### src/counting_semaphore_table_unit_assert.svh
// ----------------------------------------------------------------------------
// counting semaphore table assertion macros
// shared property forms for the table's controller and datapath
// ----------------------------------------------------------------------------
`ifndef COUNTING_SEMAPHORE_TABLE_UNIT_ASSERT_SVH
`define COUNTING_SEMAPHORE_TABLE_UNIT_ASSERT_SVH

// same-cycle implication, disabled in reset
`define CSEM_ASSERT_NOW(label, clk, rst, ante, cons) \
   label: assert property (@(posedge clk) disable iff (rst) (ante) |-> (cons)) \
      else $error("csem assertion failed");

// next-cycle implication, disabled in reset
`define CSEM_ASSERT_NEXT(label, clk, rst, ante, cons) \
   label: assert property (@(posedge clk) disable iff (rst) (ante) |=> (cons)) \
      else $error("csem assertion failed");

`endif

### src/csem_pkg.sv
// ----------------------------------------------------------------------------
// csem_pkg
// types and constants shared by the semaphore table modules
// ----------------------------------------------------------------------------
`default_nettype none

package csem_pkg;

   // entries per priority-encoder group, as log2
   localparam int GRP_BITS = 5;

   typedef enum logic [2:0] {
      FN_OPEN      = 3'd0,
      FN_CLOSE     = 3'd1,
      FN_UP        = 3'd2,
      FN_DOWN      = 3'd3,
      FN_OPEN_FREE = 3'd4
   } csem_func_type;

   typedef enum logic [1:0] {
      ST_OK    = 2'd0,
      ST_ERR   = 2'd1,
      ST_BLOCK = 2'd2
   } csem_status_type;

   typedef enum logic [1:0] {
      S_IDLE = 2'd0,
      S_READ = 2'd1,
      S_EXEC = 2'd2
   } csem_state_type;

   // controller to datapath
   typedef struct packed {
      logic load;    // latch request word, start count read
      logic scan;    // sample active bit, first group search stage
      logic commit;  // update table, load result word
   } csem_cmd_type;

   // datapath to controller
   typedef struct packed {
      logic slot_free;  // result register can take a word this cycle
   } csem_sts_type;

endpackage

`default_nettype wire

### src/csem_ctrl.sv
// ----------------------------------------------------------------------------
// csem_ctrl
// sequencer for one command: accept, read, execute
// ----------------------------------------------------------------------------
`default_nettype none
`include "counting_semaphore_table_unit_assert.svh"

module csem_ctrl (
   input  wire logic                  clock,
   input  wire logic                  reset,
   input  wire logic                  req_valid,
   output logic                       req_stall,
   input  wire csem_pkg::csem_sts_type sts,
   output csem_pkg::csem_cmd_type     cmd
);

   csem_pkg::csem_state_type state_ff;
   csem_pkg::csem_state_type state_in;

   always_ff @(posedge clock) begin
      if (reset) begin
         state_ff <= csem_pkg::S_IDLE;
      end else begin
         state_ff <= state_in;
      end
   end

   // next state
   always_comb begin
      state_in = state_ff;
      case (state_ff)
         csem_pkg::S_IDLE: begin
            if (req_valid) state_in = csem_pkg::S_READ;
         end
         csem_pkg::S_READ: begin
            state_in = csem_pkg::S_EXEC;
         end
         csem_pkg::S_EXEC: begin
            if (sts.slot_free) state_in = csem_pkg::S_IDLE;
         end
         default: begin
            state_in = csem_pkg::S_IDLE;
         end
      endcase
   end

   // outputs
   always_comb begin
      req_stall  = 1'b1;
      cmd.load   = 1'b0;
      cmd.scan   = 1'b0;
      cmd.commit = 1'b0;
      case (state_ff)
         csem_pkg::S_IDLE: begin
            req_stall = 1'b0;
            cmd.load  = req_valid;
         end
         csem_pkg::S_READ: begin
            cmd.scan = 1'b1;
         end
         csem_pkg::S_EXEC: begin
            cmd.commit = sts.slot_free;
         end
         default: begin
            req_stall = 1'b1;
         end
      endcase
   end

   `CSEM_ASSERT_NEXT(a_load_then_scan, clock, reset, cmd.load, cmd.scan)
   `CSEM_ASSERT_NEXT(a_accept_then_busy, clock, reset, req_valid && !req_stall, req_stall)
   `CSEM_ASSERT_NOW(a_commit_needs_slot, clock, reset, cmd.commit, sts.slot_free && req_stall)

endmodule

`default_nettype wire

### src/csem_free_enc.sv
// ----------------------------------------------------------------------------
// csem_free_enc
// two-stage priority encoder for the lowest inactive entry
// ----------------------------------------------------------------------------
`default_nettype none

module csem_free_enc #(
   parameter int SEM_COUNT = 64
) (
   input  wire logic                         clock,
   input  wire logic                         scan,
   input  wire logic [SEM_COUNT-1:0]         active,
   output logic                              found,
   output logic [$clog2(SEM_COUNT)-1:0]      free_idx
);

   localparam int IDX_W    = $clog2(SEM_COUNT);
   localparam int GRP_SIZE = 1 << csem_pkg::GRP_BITS;
   localparam int NGRP     = (SEM_COUNT + GRP_SIZE - 1) / GRP_SIZE;
   localparam int NGB      = (NGRP > 1) ? $clog2(NGRP) : 1;

   logic [NGRP*GRP_SIZE-1:0]       act_pad;
   logic [NGRP-1:0]                grp_free_in;
   logic [NGRP-1:0]                grp_free_ff;
   logic [csem_pkg::GRP_BITS-1:0]  grp_off_in [NGRP];
   logic [csem_pkg::GRP_BITS-1:0]  grp_off_ff [NGRP];
   logic [NGB-1:0]                 gsel;
   logic [csem_pkg::GRP_BITS-1:0]  off_sel;
   logic [NGB+csem_pkg::GRP_BITS-1:0] full_idx;

   // first stage: lowest free slot inside each group, padding counts as busy
   always_comb begin
      act_pad = '1;
      act_pad[SEM_COUNT-1:0] = active;
      for (int g = 0; g < NGRP; g++) begin
         grp_free_in[g] = 1'b0;
         grp_off_in[g]  = '0;
         for (int b = GRP_SIZE - 1; b >= 0; b--) begin
            if (!act_pad[g*GRP_SIZE + b]) begin
               grp_free_in[g] = 1'b1;
               grp_off_in[g]  = csem_pkg::GRP_BITS'(b);
            end
         end
      end
   end

   always_ff @(posedge clock) begin
      if (scan) begin
         grp_free_ff <= grp_free_in;
         grp_off_ff  <= grp_off_in;
      end
   end

   // second stage: lowest group with a free slot
   always_comb begin
      found   = 1'b0;
      gsel    = '0;
      off_sel = '0;
      for (int g = NGRP - 1; g >= 0; g--) begin
         if (grp_free_ff[g]) begin
            found   = 1'b1;
            gsel    = NGB'(g);
            off_sel = grp_off_ff[g];
         end
      end
      full_idx = {gsel, off_sel};
      free_idx = IDX_W'(full_idx);
   end

endmodule

`default_nettype wire

### src/csem_dpath.sv
// ----------------------------------------------------------------------------
// csem_dpath
// count memory, active bits, command decode and result register
// ----------------------------------------------------------------------------
`default_nettype none
`include "counting_semaphore_table_unit_assert.svh"

module csem_dpath #(
   parameter int SEM_COUNT  = 64,
   parameter int COUNT_BITS = 15
) (
   input  wire logic                   clock,
   input  wire logic                   reset,
   input  wire csem_pkg::csem_cmd_type cmd,
   output csem_pkg::csem_sts_type      sts,
   input  wire logic [2:0]             req_func,
   input  wire logic [7:0]             req_sem_index,
   input  wire logic signed [15:0]     req_init_value,
   output logic                        rsp_valid,
   input  wire logic                   rsp_stall,
   output logic [1:0]                  rsp_status,
   output logic [5:0]                  rsp_alloc_index,
   output logic                        rsp_wake,
   output logic [14:0]                 rsp_count_after
);

   localparam int IDX_W = $clog2(SEM_COUNT);
   localparam int RNG_W = $clog2(SEM_COUNT + 1);
   localparam int EXT_W = (RNG_W > 8) ? RNG_W : 8;
   localparam int AW    = (IDX_W > 6) ? IDX_W : 6;
   localparam int CW    = (COUNT_BITS > 15) ? COUNT_BITS : 15;

   // latched request
   logic [2:0]            func_ff;
   logic                  in_range_ff;
   logic [IDX_W-1:0]      idx_ff;
   logic [15:0]           init_ff;
   logic [EXT_W-1:0]      idx_ext;

   // table state
   logic [COUNT_BITS-1:0] count_mem [SEM_COUNT];
   logic [COUNT_BITS-1:0] rd_data_ff;
   logic [SEM_COUNT-1:0]  active_ff;
   logic                  act_ff;

   // free search
   logic                  found;
   logic [IDX_W-1:0]      free_idx;

   // commit decode
   csem_pkg::csem_status_type status_c;
   logic [IDX_W-1:0]      alloc_c;
   logic                  wake_c;
   logic [COUNT_BITS-1:0] cnt_c;
   logic                  wr_en;
   logic [IDX_W-1:0]      act_addr;
   logic [COUNT_BITS-1:0] wr_data;
   logic                  set_act;
   logic                  clr_act;
   logic                  v_ok;
   logic [COUNT_BITS-1:0] open_cnt;
   logic [COUNT_BITS-1:0] cnt_max;
   logic [AW-1:0]         alloc_wide;
   logic [CW-1:0]         cnt_wide;

   // result register
   logic                  rsp_valid_ff;
   logic [1:0]            rsp_status_ff;
   logic [5:0]            rsp_alloc_ff;
   logic                  rsp_wake_ff;
   logic [14:0]           rsp_cnt_ff;

   assign idx_ext = EXT_W'(req_sem_index);

   always_ff @(posedge clock) begin
      if (cmd.load) begin
         func_ff     <= req_func;
         in_range_ff <= idx_ext < EXT_W'(SEM_COUNT);
         idx_ff      <= idx_ext[IDX_W-1:0];
         init_ff     <= req_init_value;
         rd_data_ff  <= count_mem[idx_ext[IDX_W-1:0]];
      end
      if (cmd.scan) begin
         act_ff <= active_ff[idx_ff];
      end
   end

   always_ff @(posedge clock) begin
      if (cmd.commit && wr_en) begin
         count_mem[act_addr] <= wr_data;
      end
   end

   always_ff @(posedge clock) begin
      if (reset) begin
         active_ff <= '0;
      end else if (cmd.commit) begin
         if (set_act) active_ff[act_addr] <= 1'b1;
         if (clr_act) active_ff[act_addr] <= 1'b0;
      end
   end

   csem_free_enc #(
      .SEM_COUNT (SEM_COUNT)
   ) u_free_enc (
      .clock    (clock),
      .scan     (cmd.scan),
      .active   (active_ff),
      .found    (found),
      .free_idx (free_idx)
   );

   assign cnt_max  = '1;
   assign open_cnt = COUNT_BITS'(init_ff[14:0]);
   assign v_ok     = !init_ff[15] && (CW'(init_ff[14:0]) <= CW'(cnt_max));

   always_comb begin
      status_c = csem_pkg::ST_ERR;
      alloc_c  = '0;
      wake_c   = 1'b0;
      cnt_c    = '0;
      wr_en    = 1'b0;
      wr_data  = open_cnt;
      act_addr = idx_ff;
      set_act  = 1'b0;
      clr_act  = 1'b0;
      case (csem_pkg::csem_func_type'(func_ff))
         csem_pkg::FN_OPEN: begin
            if (in_range_ff) begin
               if (act_ff) begin
                  cnt_c = rd_data_ff;
               end else if (v_ok) begin
                  set_act  = 1'b1;
                  wr_en    = 1'b1;
                  status_c = csem_pkg::ST_OK;
                  cnt_c    = open_cnt;
               end
            end
         end
         csem_pkg::FN_CLOSE: begin
            if (in_range_ff && act_ff) begin
               clr_act  = 1'b1;
               wake_c   = 1'b1;
               status_c = csem_pkg::ST_OK;
            end
         end
         csem_pkg::FN_UP: begin
            if (in_range_ff && act_ff) begin
               if (rd_data_ff != cnt_max) begin
                  wr_en    = 1'b1;
                  wr_data  = rd_data_ff + 1'b1;
                  wake_c   = (rd_data_ff == '0);
                  status_c = csem_pkg::ST_OK;
                  cnt_c    = rd_data_ff + 1'b1;
               end else begin
                  cnt_c = rd_data_ff;
               end
            end
         end
         csem_pkg::FN_DOWN: begin
            if (in_range_ff && act_ff) begin
               if (rd_data_ff == '0) begin
                  status_c = csem_pkg::ST_BLOCK;
               end else begin
                  wr_en    = 1'b1;
                  wr_data  = rd_data_ff - 1'b1;
                  status_c = csem_pkg::ST_OK;
                  cnt_c    = rd_data_ff - 1'b1;
               end
            end
         end
         csem_pkg::FN_OPEN_FREE: begin
            if (found && v_ok) begin
               act_addr = free_idx;
               set_act  = 1'b1;
               wr_en    = 1'b1;
               status_c = csem_pkg::ST_OK;
               alloc_c  = free_idx;
               cnt_c    = open_cnt;
            end
         end
         default: begin
            status_c = csem_pkg::ST_ERR;
         end
      endcase
   end

   assign alloc_wide = AW'(alloc_c);
   assign cnt_wide   = CW'(cnt_c);

   always_ff @(posedge clock) begin
      if (reset) begin
         rsp_valid_ff <= 1'b0;
      end else if (cmd.commit) begin
         rsp_valid_ff <= 1'b1;
      end else if (!rsp_stall) begin
         rsp_valid_ff <= 1'b0;
      end
   end

   always_ff @(posedge clock) begin
      if (cmd.commit) begin
         rsp_status_ff <= status_c;
         rsp_alloc_ff  <= alloc_wide[5:0];
         rsp_wake_ff   <= wake_c;
         rsp_cnt_ff    <= cnt_wide[14:0];
      end
   end

   assign sts.slot_free   = !rsp_valid_ff || !rsp_stall;
   assign rsp_valid       = rsp_valid_ff;
   assign rsp_status      = rsp_status_ff;
   assign rsp_alloc_index = rsp_alloc_ff;
   assign rsp_wake        = rsp_wake_ff;
   assign rsp_count_after = rsp_cnt_ff;

   `CSEM_ASSERT_NEXT(a_commit_shows_word, clock, reset, cmd.commit, rsp_valid_ff)
   `CSEM_ASSERT_NEXT(a_open_sets_active, clock, reset, cmd.commit && set_act, active_ff[$past(act_addr)])
   `CSEM_ASSERT_NOW(a_fail_keeps_table, clock, reset, cmd.commit && (status_c != csem_pkg::ST_OK), !wr_en && !set_act && !clr_act)

endmodule

`default_nettype wire

### src/counting_semaphore_table_unit.sv
// ----------------------------------------------------------------------------
// counting_semaphore_table_unit: table of counting semaphores
// commands run one at a time (accept, count read plus group search, execute)
// requests stall until execute loads the result word into a free result register
// reset clears all active bits and the sequencer; counts are undefined until opened
// ----------------------------------------------------------------------------
`default_nettype none

module counting_semaphore_table_unit #(
   parameter int SEM_COUNT  = 64,
   parameter int COUNT_BITS = 15
) (
   input  wire logic               clock,
   input  wire logic               reset,
   // request channel
   input  wire logic               req_valid,
   output logic                    req_stall,
   input  wire logic [2:0]         req_func,
   input  wire logic [7:0]         req_sem_index,
   input  wire logic signed [15:0] req_init_value,
   // result channel
   output logic                    rsp_valid,
   input  wire logic               rsp_stall,
   output logic [1:0]              rsp_status,
   output logic [5:0]              rsp_alloc_index,
   output logic                    rsp_wake,
   output logic [14:0]             rsp_count_after
);

   // command strobes from the sequencer and the result slot status back
   csem_pkg::csem_cmd_type cmd;
   csem_pkg::csem_sts_type sts;

   // sequencer: idle takes a request word and starts the count read, read
   // samples the active bit and the first encoder stage, exec commits once the
   // result register is free (a waiting result does not block the next accept)
   csem_ctrl u_ctrl (
      .clock     (clock),
      .reset     (reset),
      .req_valid (req_valid),
      .req_stall (req_stall),
      .sts       (sts),
      .cmd       (cmd)
   );

   // datapath: count memory with registered read, active bit vector,
   // lowest-free search and the result register
   csem_dpath #(
      .SEM_COUNT  (SEM_COUNT),
      .COUNT_BITS (COUNT_BITS)
   ) u_dpath (
      .clock           (clock),
      .reset           (reset),
      .cmd             (cmd),
      .sts             (sts),
      .req_func        (req_func),
      .req_sem_index   (req_sem_index),
      .req_init_value  (req_init_value),
      .rsp_valid       (rsp_valid),
      .rsp_stall       (rsp_stall),
      .rsp_status      (rsp_status),
      .rsp_alloc_index (rsp_alloc_index),
      .rsp_wake        (rsp_wake),
      .rsp_count_after (rsp_count_after)
   );

endmodule

`default_nettype wire
### config.mk
export PLATFORM = sky130hd
export DESIGN_NAME = counting_semaphore_table_unit
export DESIGN_NICKNAME = d
export VERILOG_FILES = /design/src/csem_pkg.sv /design/src/csem_ctrl.sv /design/src/csem_free_enc.sv /design/src/csem_dpath.sv /design/src/counting_semaphore_table_unit.sv
export VERILOG_INCLUDE_DIRS = /design/src /design/src/src
export SDC_FILE = /design/constraint.sdc
export NUM_CORES = 1
export LEC_CHECK = 0
export BUFFER_PORTS_ARGS = -buffer_cell sky130_fd_sc_hd__buf_2
export CORE_MARGIN = 2
export CORE_UTILIZATION = 45
export CTS_CLUSTER_SIZE = 24
export DETAILED_ROUTE_END_ITERATION = 7
export GPL_TIMING_DRIVEN = 0
export HOLD_SLACK_MARGIN = 0.02
export PLACE_DENSITY = 0.74
export RECOVER_POWER = 25
export SLEW_MARGIN = 20
export SYNTH_ARGS = -nofsm -noshare
export SYNTH_HDL_FRONTEND = slang
export SYNTH_SLANG_ARGS = --single-unit
### constraint.sdc
create_clock -name clock -period 5.1 [get_ports clock]
set_clock_uncertainty 0.2 [all_clocks]
set_input_delay 1.02 -clock clock [delete_from_list [all_inputs] [get_ports clock]]
set_output_delay 1.02 -clock clock [all_outputs]
set_load 0.01 [all_outputs]
Yosys cells after proc, flatten, opt, wreduce, memory -nomap -nowiden --
Memory sizes are Yosys's and may differ from the RTL's. A register that Yosys moved wholly into a read port is not among the register bits. Index checks and enable logic that the tools add are counted.
Cells by class: multiplexer cells 129, shifts and indexed selects 0, $mul 0, bitwise gates (word level) 3, div/mod/pow operators 0, magnitude comparators 5, reductions and logical operators 24, eq/ne operators 10, add/subtract/negate cells 2
Operators with widths (count):
- $mux 64 | 4
- $mux 15 | 12
- $mux 5 | 34
- $and 64x64->64 | 1
- $mux 4 | 16
- $not 64->64 | 1
- $or 64x64->64 | 1
- $reduce_and 31->1 | 2
- $pmux 15 s4 | 1
- $mux 1 | 33
- $reduce_and 16->1 | 2
- $pmux 15 s2 | 1
- $mux 3 | 8
- $mux 2 | 11
- $reduce_and 8->1 | 2
- $add 15x1->15 const B | 1
- $le 15x15->1 const B | 1
- $logic_not 15->1 | 1
- $ne 15x15->1 const B | 1
- $sub 15x1->15 const B | 1
- $lt 6x7->1 const B | 2
- $mux 6 | 2
- $pmux 2 s5 | 1
- $lt 8x7->1 const B | 1
- 20 further kinds | 33
Word-level totals: output and inout bits 26, memory bits (read-only) 0, word-level logic and storage cells 198, input port bits 31, RAM bits 960, latch bits 0, flip-flop bits (word level) 130, memories kept 1
Memories:
- u_dpath.count_mem | words 64, bits a word 15, rd ports 1, clocked after memory_dff 1, write ports 1, RTL line csem_dpath.sv:41 | logic [COUNT_BITS-1:0] count_mem [SEM_COUNT];

Longest topological paths before layout --
Gate-level depths: netlist of run 1.
depth after elaboration 31, depth in mapped cells 10, depth with buffers taken out 8

Modules after synthesis --
A second synthesis of run 1 with hierarchy kept.
Unflattened totals: cells, all modules 2438, area total of the unflattened synthesis 45036.9 µm²
By module, submodules not included:
- csem_dpath | cells an instance 2270, times used 1, area each 43775.7 µm², seq. area each 32110.8 µm²
- csem_free_enc | cells an instance 158, times used 1, area each 1153.6 µm², seq. area each 360.3 µm²
- csem_ctrl | cells an instance 10, times used 1, area each 107.6 µm², seq. area each 40.0 µm²

Worst setup path after synthesis of run 1 --
No wires, ideal clock.
kind register to register, from register u_dpath.rd_data_ff[0] (read register of u_dpath.count_mem), to memory u_dpath.count_mem[0][0], data pin, path buffers 2, data arrival time 4.213 ns, path slack -0.015 ns, data required time 4.198 ns, stages on the path, launching flop included 9, clock period less this slack 5.115 ns, setup time 0.702 ns, cells stage by stage edfxtp_1 -> ha_1 -> and4_1 -> nand4_2 -> nor3_1 -> or2_1 -> buf_4 -> buf_6 -> o21ai_0
Between the ends: word-level cells in the longest chain between the ends 4, elaborated cells on any way between the ends 9, those cells by class 2 x add/sub; 1 x eq/ne; 5 x mux; 1 x reduce/logical
RTL lines:
- from (decl) | RTL line csem_dpath.sv:42 | logic [COUNT_BITS-1:0] rd_data_ff;
- $sub 15x1->15 (tied with other cells) | RTL line csem_dpath.sv:166 | wr_data = rd_data_ff - 1'b1;
- $mux 15, on equally long branches | RTL line csem_dpath.sv:162, csem_dpath.sv:149
- $mux 15, on equally long branches | RTL line csem_dpath.sv:161, csem_dpath.sv:148
- $pmux 15 s2 (*) | RTL line csem_dpath.sv:127 | case (csem_pkg::csem_func_type'(func_ff))
- via u_dpath.wr_data[0] | RTL line csem_dpath.sv:57 | logic [COUNT_BITS-1:0] wr_data;
- to (decl) | RTL line csem_dpath.sv:41
Mark *: on every way through the listed nets, which the timed path passes. The rest lies on a longest branch.

Worst setup path in the final report of run 1 --
from register u_dpath.func_ff[1], to memory u_dpath.count_mem[2][6] (enable)
Between the ends: word-level cells in the longest chain between the ends 5, elaborated cells on any way between the ends 9, those cells by class 3 x eq/ne; 4 x mux; 2 x reduce/logical
RTL lines:
- from (decl) | RTL line csem_dpath.sv:34 | logic [2:0] func_ff;
- from (signal assigned) | RTL line csem_dpath.sv:77 | func_ff <= req_func;
- $eq 3x3->1 (tied with other cells) | RTL line csem_dpath.sv:127
- $pmux 1 s4 | RTL line csem_dpath.sv:127
- $logic_and 1x1->1 | RTL line csem_dpath.sv:89 | if (cmd.commit && wr_en) begin
- $mux 1 | RTL line csem_dpath.sv:89
- $mux 1 (implied by the code) | RTL line csem_dpath.sv:90 | count_mem[act_addr] <= wr_data;
Several ways; a longest one is shown, not always the timed one.

==> results.json, run 1 <==
{
  "outcome": "complete, but fails checks",
  "violations": "capacitance limit, slew limit",
  "synth_edf_count": 1038,
  "grt_max_degree": 65,
  "dp_hpwl_mm": 73.3,
  "min_from": "req_init_value[6]",
  "ant_nets": 0,
  "async_reset_ff_share_pct": 0,
  "finalNetCount": 2583,
  "cts-root-buf": "clkbuf_16",
  "power_frac_comb_pct": 5.9,
  "r2r_start": "u_dpath.func_ff[1]$_DFFE_PP_",
  "syn_avg_cell_area_um2": 18.9,
  "wire_per_inst_um": 29.1,
  "arrival_ns": 4.69,
  "cts_resized": 0,
  "finalWorstSetupSlack_ns": 0.527,
  "period_needed_ns": 4.57,
  "cts_buffers": 106,
  "start_util_pct": 45.2,
  "hold_class": "in -> reg",
  "vias": 24858,
  "rows": 115,
  "min_to": "u_dpath.init_ff[6]$_DFFE_PP_",
  "maxCapViolations": 2,
  "drc": 0,
  "dp_cells": 3729,
  "ios": 57,
  "first_global_vias": 24585,
  "hold_viol_final": 0,
  "r2r_slack_ns": 0.53,
  "path_class": "reg -> reg",
  "die_height_um": 318,
  "fp.dieArea_mm2": 0.101,
  "gp_congestion": 0.926,
  "htree_num_levels": 3,
  "p_clk_share_pct": 41.2,
  "grtUsageTotal_pct": 22.4,
  "setup_viol": 0,
  "relSlewSlack_pct": -10.8,
  "grt_overflow_total": 0,
  "vias_per_cell": 6.33,
  "io_buffer_count": 55,
  "ys_seq_area_share_pct": 73.4,
  "peakVddDrop_v": 0.000289,
  "p_int_mw": 14.9,
  "dpl_worst_slack_ns": 0.149,
  "netlist_area_mm2": 0.0443,
  "reg2reg_depth": 7,
  "fin_setup_tns_ns": 0,
  "place_area_mm2": 0.0471,
  "drtIter0Drc": 3487,
  "power_switching_mw": 4.19,
  "layout.cells.non_filler": 3927,
  "design.core.area_mm2": 0.0980,
  "fmax_ghz": 0.219,
  "synthCells": 2343,
  "drive_gt1_share_pct": 24.1,
  "yosys_most_used_dff": "edfxtp_1",
  "r2r-end": "u_dpath.count_mem[2][6]$_DFFE_PP_",
  "power_frac_seq_pct": 52.9,
  "ctsHoldBuffers": 0,
  "yosysWarnings": 0,
  "synth.ff_latch_count": 1105,
  "synth_nets": 2376,
  "slew_viol_final": 44,
  "ys_types": 83,
  "insertion_delay_ns": 0.70,
  "min_period_over_period_pct": 89.7,
  "cp-end-kind": "flip-flop",
  "cts.clk_slew.worst_paths_ns": 0.06,
  "netSwitchingFraction_pct": 22.0,
  "worstMarginPinSlew_ns": 1.66,
  "grt_first_pass_wirelength_mm": 167,
  "postLayoutCoreUtil_pct": 51.5,
  "cp_max_fo": 15,
  "cts.sinks": 1105,
  "worst_ep_required_time_ns": 5.21,
  "area_growth_pct": 14.0,
  "total_power_mw": 19.1,
  "hold-path-cell-count": 1,
  "antenna_found_initial": 2,
  "p_leak_nw": 15.4,
  "clockBufferDepth": 3,
  "p_per_area_mw_per_mm2": 378,
  "fin_area_mm2": 0.0505,
  "post_cts.repair.setup_buffers": 0,
  "dieWidth_um": 318,
  "crit_path_start_kind": "flip-flop",
  "grt_setup_unrepaired": "false",
  "cts_tree": "built",
  "wl_mm": 114,
  "holdWs_ns": 0.322,
  "dr.pass1.iters": 8
}
[cells in the mapped netlist (5+ instances only)]
master	instances	share of area (%)
o211ai_1	5	0.085
or2_2	6	0.085
a22oi_1	80	1.4
or3_1	5	0.071
nand4_1	24	0.34
buf_6	5	0.13
nor3b_1	6	0.10
buf_4	15	0.25
and2_1	6	0.085
dfxtp_1	67	3.0
a21o_1	9	0.15
o21ai_0	31	0.35
mux4_2	257	13
nand3_1	28	0.32
nor2_2	7	0.099
nor2_1	97	0.82
nand2_1	107	0.91
nand2b_1	9	0.13
nor3_1	15	0.17
buf_1	12	0.10
a21oi_1	86	0.97
o221ai_1	15	0.30
buf_2	46	0.52
a221o_1	10	0.23
a22o_1	35	0.69
nor2b_1	31	0.44
a221oi_1	42	0.83
a211oi_1	67	1.1
edfxtp_1	1038	70
nand3b_1	5	0.085
clkbuf_1	59	0.50
inv_1	29	0.25
a31oi_1	7	0.099
mux2i_1	6	0.14
[critical path, stage by stage, from the launching register on]
cell	delay (ns)
edfxtp_1	0.48
nor2_1	0.49
o211a_1	0.25
buf_6	0.16
nand2_1	0.17
o22ai_2	0.73
nand2_1	0.70
nor2_2	0.98
[how the worst max path moves through the flow]
stage                                                from                                   to  depth (start not counted)
final                        u_dpath.func_ff[1]$_DFFE_PP_    u_dpath.count_mem[2][6]$_DFFE_PP_                          7
after CTS                     u_dpath.idx_ff[1]$_DFFE_PP_   u_dpath.count_mem[3][12]$_DFFE_PP_                          5
after floorplan                                 rsp_stall   u_dpath.count_mem[32][0]$_DFFE_PP_                          4
after global routing         u_dpath.func_ff[1]$_DFFE_PP_   u_dpath.count_mem[2][10]$_DFFE_PP_                          7
after detailed placement                        rsp_stall   u_dpath.count_mem[2][10]$_DFFE_PP_                          5
after global placement    u_dpath.rd_data_ff[0]$_DFFE_PP_  u_dpath.count_mem[12][14]$_DFFE_PP_                          6
[cell usage in the layout (no fill, tap or decap), types with 30 or more instances in the layout]
cell type / synthesis / routed
edfxtp_1: 1038 / 1038
a211oi_1: 67 / 67
nand2_1: 107 / 105
mux4_2: 257 / 257
nor2_1: 97 / 51
o21ai_0: 31 / 30
nor2_2: 7 / 54
a221oi_1: 42 / 42
buf_2: 46 / 61
a21oi_1: 86 / 86
dfxtp_1: 67 / 67
a22o_1: 35 / 35
clkbuf_1: 59 / 129
a22oi_1: 80 / 80
clkbuf_16: 0 / 108
[state kept, by name (all words and copies together), names as in the netlist, 2 cells and up]
signal                          count
u_dpath.rsp_count_after            15
u_ctrl.state_ff                     2
u_dpath.func_ff                     3
u_dpath.active_ff                  64
u_dpath.rsp_alloc_index             6
u_dpath.u_free_enc.grp_off_ff      10
u_dpath.init_ff                    16
u_dpath.idx_ff                      6
u_dpath.count_mem                 960
u_dpath.rd_data_ff                 15
u_dpath.u_free_enc.grp_free_ff      2
u_dpath.rsp_status                  2
[power groups by stage]
| stage | Clock, mW | Sequential [mW] | Combinational (mW) |
|---|---|---|---|
| after CTS | 7.92 | 10.1 | 1.13 |
| after global placement | 0 | 10.3 | 1.05 |
| after detailed placement | 0 | 10.3 | 1.13 |
| after global routing | 8.26 | 10.1 | 1.18 |
| final | 7.86 | 10.1 | 1.13 |
| after floorplan | 0 | 10.3 | 0.647 |
[routing by layer]
| layer | share of wire (%) | wire length (µm) | track usage, % |
|---|---|---|---|
| met1 | 38 | 43900 | 31.1 |
| met2 | 48 | 55300 | 36.2 |
| met3 | 9.7 | 11000 | 3.71 |
| met4 | 3.5 | 4050 | 8.03 |
| met5 | 0.011 | 13 | 0 |
[cells by family (layout without fill, tap and decap cells)]
logic type	Yosys count	after routing	share of synthesized area, %
buffers and inverters	166	462	1.75
XOR/XNOR	5	5	0.0990
other	0	1	0
flip-flops	1105	1105	73.4
adder cells (fa/ha/maj)	2	2	0.0565
AO/OA/AOI/OAI	430	430	7.14
AND/OR/NAND/NOR	371	371	4.26
multiplexers	264	264	13.2
[cell type report]
cell class                 count  area, µm²
timing repair buffer          99        861
buffer                       137        641
fill                        7487      47500
inverter                      29        109
antenna                        1       2.50
sequential                  1105      32500
tap                         1287       1610
clock buffer                 134       2820
multi-input combinational   1072      11200
clock inverter                63        682
No activity file was read; power rests on OpenSTA's default activity.
==> inputs of run 2 (changes only) <==
--- a/config.mk
+++ b/config.mk
@@ -8,12 +8,12 @@
 export LEC_CHECK = 0
 export BUFFER_PORTS_ARGS = -buffer_cell sky130_fd_sc_hd__buf_2
 export CORE_MARGIN = 2
-export CORE_UTILIZATION = 45
+export CORE_UTILIZATION = 35
 export CTS_CLUSTER_SIZE = 24
 export DETAILED_ROUTE_END_ITERATION = 7
 export GPL_TIMING_DRIVEN = 0
 export HOLD_SLACK_MARGIN = 0.02
-export PLACE_DENSITY = 0.74
+export PLACE_DENSITY = 0.63
 export RECOVER_POWER = 25
 export SLEW_MARGIN = 20
 export SYNTH_ARGS = -nofsm -noshare
==> results.json, run 2 (synthesized netlist as in run 1, its figures left out) <==
{
  "fp.dieArea_mm2": 0.129,
  "first_global_vias": 23658,
  "grt_overflow_total": 0,
  "rows": 130,
  "cp-end-kind": "flip-flop",
  "cts_tree": "built",
  "fmax_ghz": 0.223,
  "cts_resized": 0,
  "cts-root-buf": "clkbuf_16",
  "crit_path_start_kind": "flip-flop",
  "gp_congestion": 0.922,
  "ctsHoldBuffers": 0,
  "slew_viol_final": 15,
  "grtUsageTotal_pct": 17.2,
  "cp_max_fo": 15,
  "ant_nets": 0,
  "outcome": "complete, but fails checks",
  "peakVddDrop_v": 0.000289,
  "grt_max_degree": 65,
  "drive_gt1_share_pct": 25.2,
  "layout.cells.non_filler": 4317,
  "path_class": "reg -> reg",
  "nFillCells": 11078,
  "start_util_pct": 35.3,
  "die_height_um": 360,
  "wire_per_inst_um": 26.4,
  "hold_viol_final": 0,
  "dp_cells": 4115,
  "arrival_ns": 4.57,
  "layout_commonest_cell": "edfxtp_1",
  "p_int_mw": 14.8,
  "worstMarginPinSlew_ns": 1.62,
  "finalNetCount": 2609,
  "final_cell_mix": "edfxtp_1 (1038), mux4_2 (257), clkbuf_1 (121)",
  "seqCellArea_mm2": 0.0325,
  "io_buffer_count": 55,
  "dp_hpwl_mm": 74.3,
  "power_switching_mw": 4.26,
  "cts_buffers": 109,
  "p_clk_share_pct": 40.9,
  "drc": 0,
  "cts.clk_slew.worst_paths_ns": 0.06,
  "setup_viol": 0,
  "design.core.area_mm2": 0.126,
  "vias_per_cell": 5.70,
  "drtIter0Drc": 3326,
  "grt_first_pass_wirelength_mm": 165,
  "fin_setup_tns_ns": 0,
  "hold_class": "in -> reg",
  "relSlewSlack_pct": -8.56,
  "p_per_area_mw_per_mm2": 371,
  "cts.sinks": 1105,
  "multi_input_area_mm2": 0.0113,
  "vias": 24611,
  "largest_register_ffs": 960,
  "violations": "capacitance limit, slew limit",
  "worst_ep_required_time_ns": 5.19,
  "power_frac_seq_pct": 52.9,
  "post_cts.repair.setup_buffers": 0,
  "min_period_over_period_pct": 87.9,
  "p_leak_nw": 15.7,
  "insertion_delay_ns": 0.70,
  "antenna_found_initial": 0,
  "dr.pass1.iters": 6,
  "maxCapViolations": 1,
  "ios": 57,
  "power_frac_comb_pct": 6.3,
  "grt_setup_unrepaired": "false",
  "regMostFlops": "u_dpath.count_mem",
  "reg_top3": "u_dpath.count_mem x960, u_dpath.active_ff x64, u_dpath.init_ff x16",
  "dieWidth_um": 360,
  "area_growth_pct": 16.0,
  "netSwitchingFraction_pct": 22.3,
  "period_needed_ns": 4.48,
  "wl_mm": 114,
  "clockBufferDepth": 3,
  "htree_num_levels": 3
}
## run 2: changes by cell type in the layout (fill, tap and decap cells not counted), sizes merged
cell,previous run,this run
buf,131,155
clkinv,47,57
clkbuf,239,233
bufinv,11,7
diode,1,3
inv,30,31
## run 2: final timing paths
check	startpoint	end	slack [ns]	depth (start not counted)
worst min register to register	u_dpath.rsp_valid$_SDFFE_PP0P_	u_dpath.rsp_valid$_SDFFE_PP0P_	0.33	2
worst min-delay path	req_init_value[15]	u_dpath.init_ff[15]$_DFFE_PP_	0.31	1
worst max-delay path	u_dpath.func_ff[1]$_DFFE_PP_	u_dpath.count_mem[5][7]$_DFFE_PP_	0.62	7
worst max register to register	u_dpath.func_ff[1]$_DFFE_PP_	u_dpath.count_mem[5][7]$_DFFE_PP_	0.62	7
## run 2: cell type report
class                   count  share of cell area [%]
clock buffers             129                    5.58
plain buffers             137                    1.26
inverters                  29                   0.212
well taps                1650                    4.02
diodes                      3                  0.0146
repair buffers            122                    2.56
clock inverters            70                    1.15
flip-flops and latches   1105                    63.3
multi-input cells        1072                    21.9
## run 2: power by group through the flow
| stage | logic (mW) | registers [mW] | clock network [mW] |
|---|---|---|---|
| 2_1_floorplan | 0.647 | 10.3 | 0 |
| 3_3_place_gp | 1.08 | 10.3 | 0 |
| 3_5_place_dp | 1.19 | 10.3 | 0 |
| 4_1_cts | 1.20 | 10.1 | 7.91 |
| 5_1_grt | 1.25 | 10.1 | 8.25 |
| 6_report | 1.19 | 10.1 | 7.79 |
## run 2: metrics by stage
stage	power, mW	instance area, µm²	setup WS, ns	util [%]	hold slack [ns]
after floorplan	10.9	44300	1.06	-	0.312
after global placement	11.4	46600	-2.16	37.1	0.300
after detailed placement	11.5	48000	0.253	38.3	0.328
after CTS	19.2	51500	0.711	41.0	0.269
after global routing	19.6	51400	0.437	40.9	0.282
final	19.1	51400	0.619	40.9	0.313
## run 2: routing by layer
layer	vias to the layer above	track usage (%)	share of wire, %
met5	-	0	0
met4	0	5.18	2.8
met3	204	3.41	8.7
met2	1207	27.0	47
met1	12921	24.3	42
li1	10279	-	-
## run 2: critical path, cell delays in order (launching register included)
cell      delay, ns
edfxtp_1       0.47
nor2_1         0.50
o211a_1        0.25
buf_6          0.16
nand2_1        0.17
o21ai_2        0.68
nand2_1        0.69
nor2_2         0.94
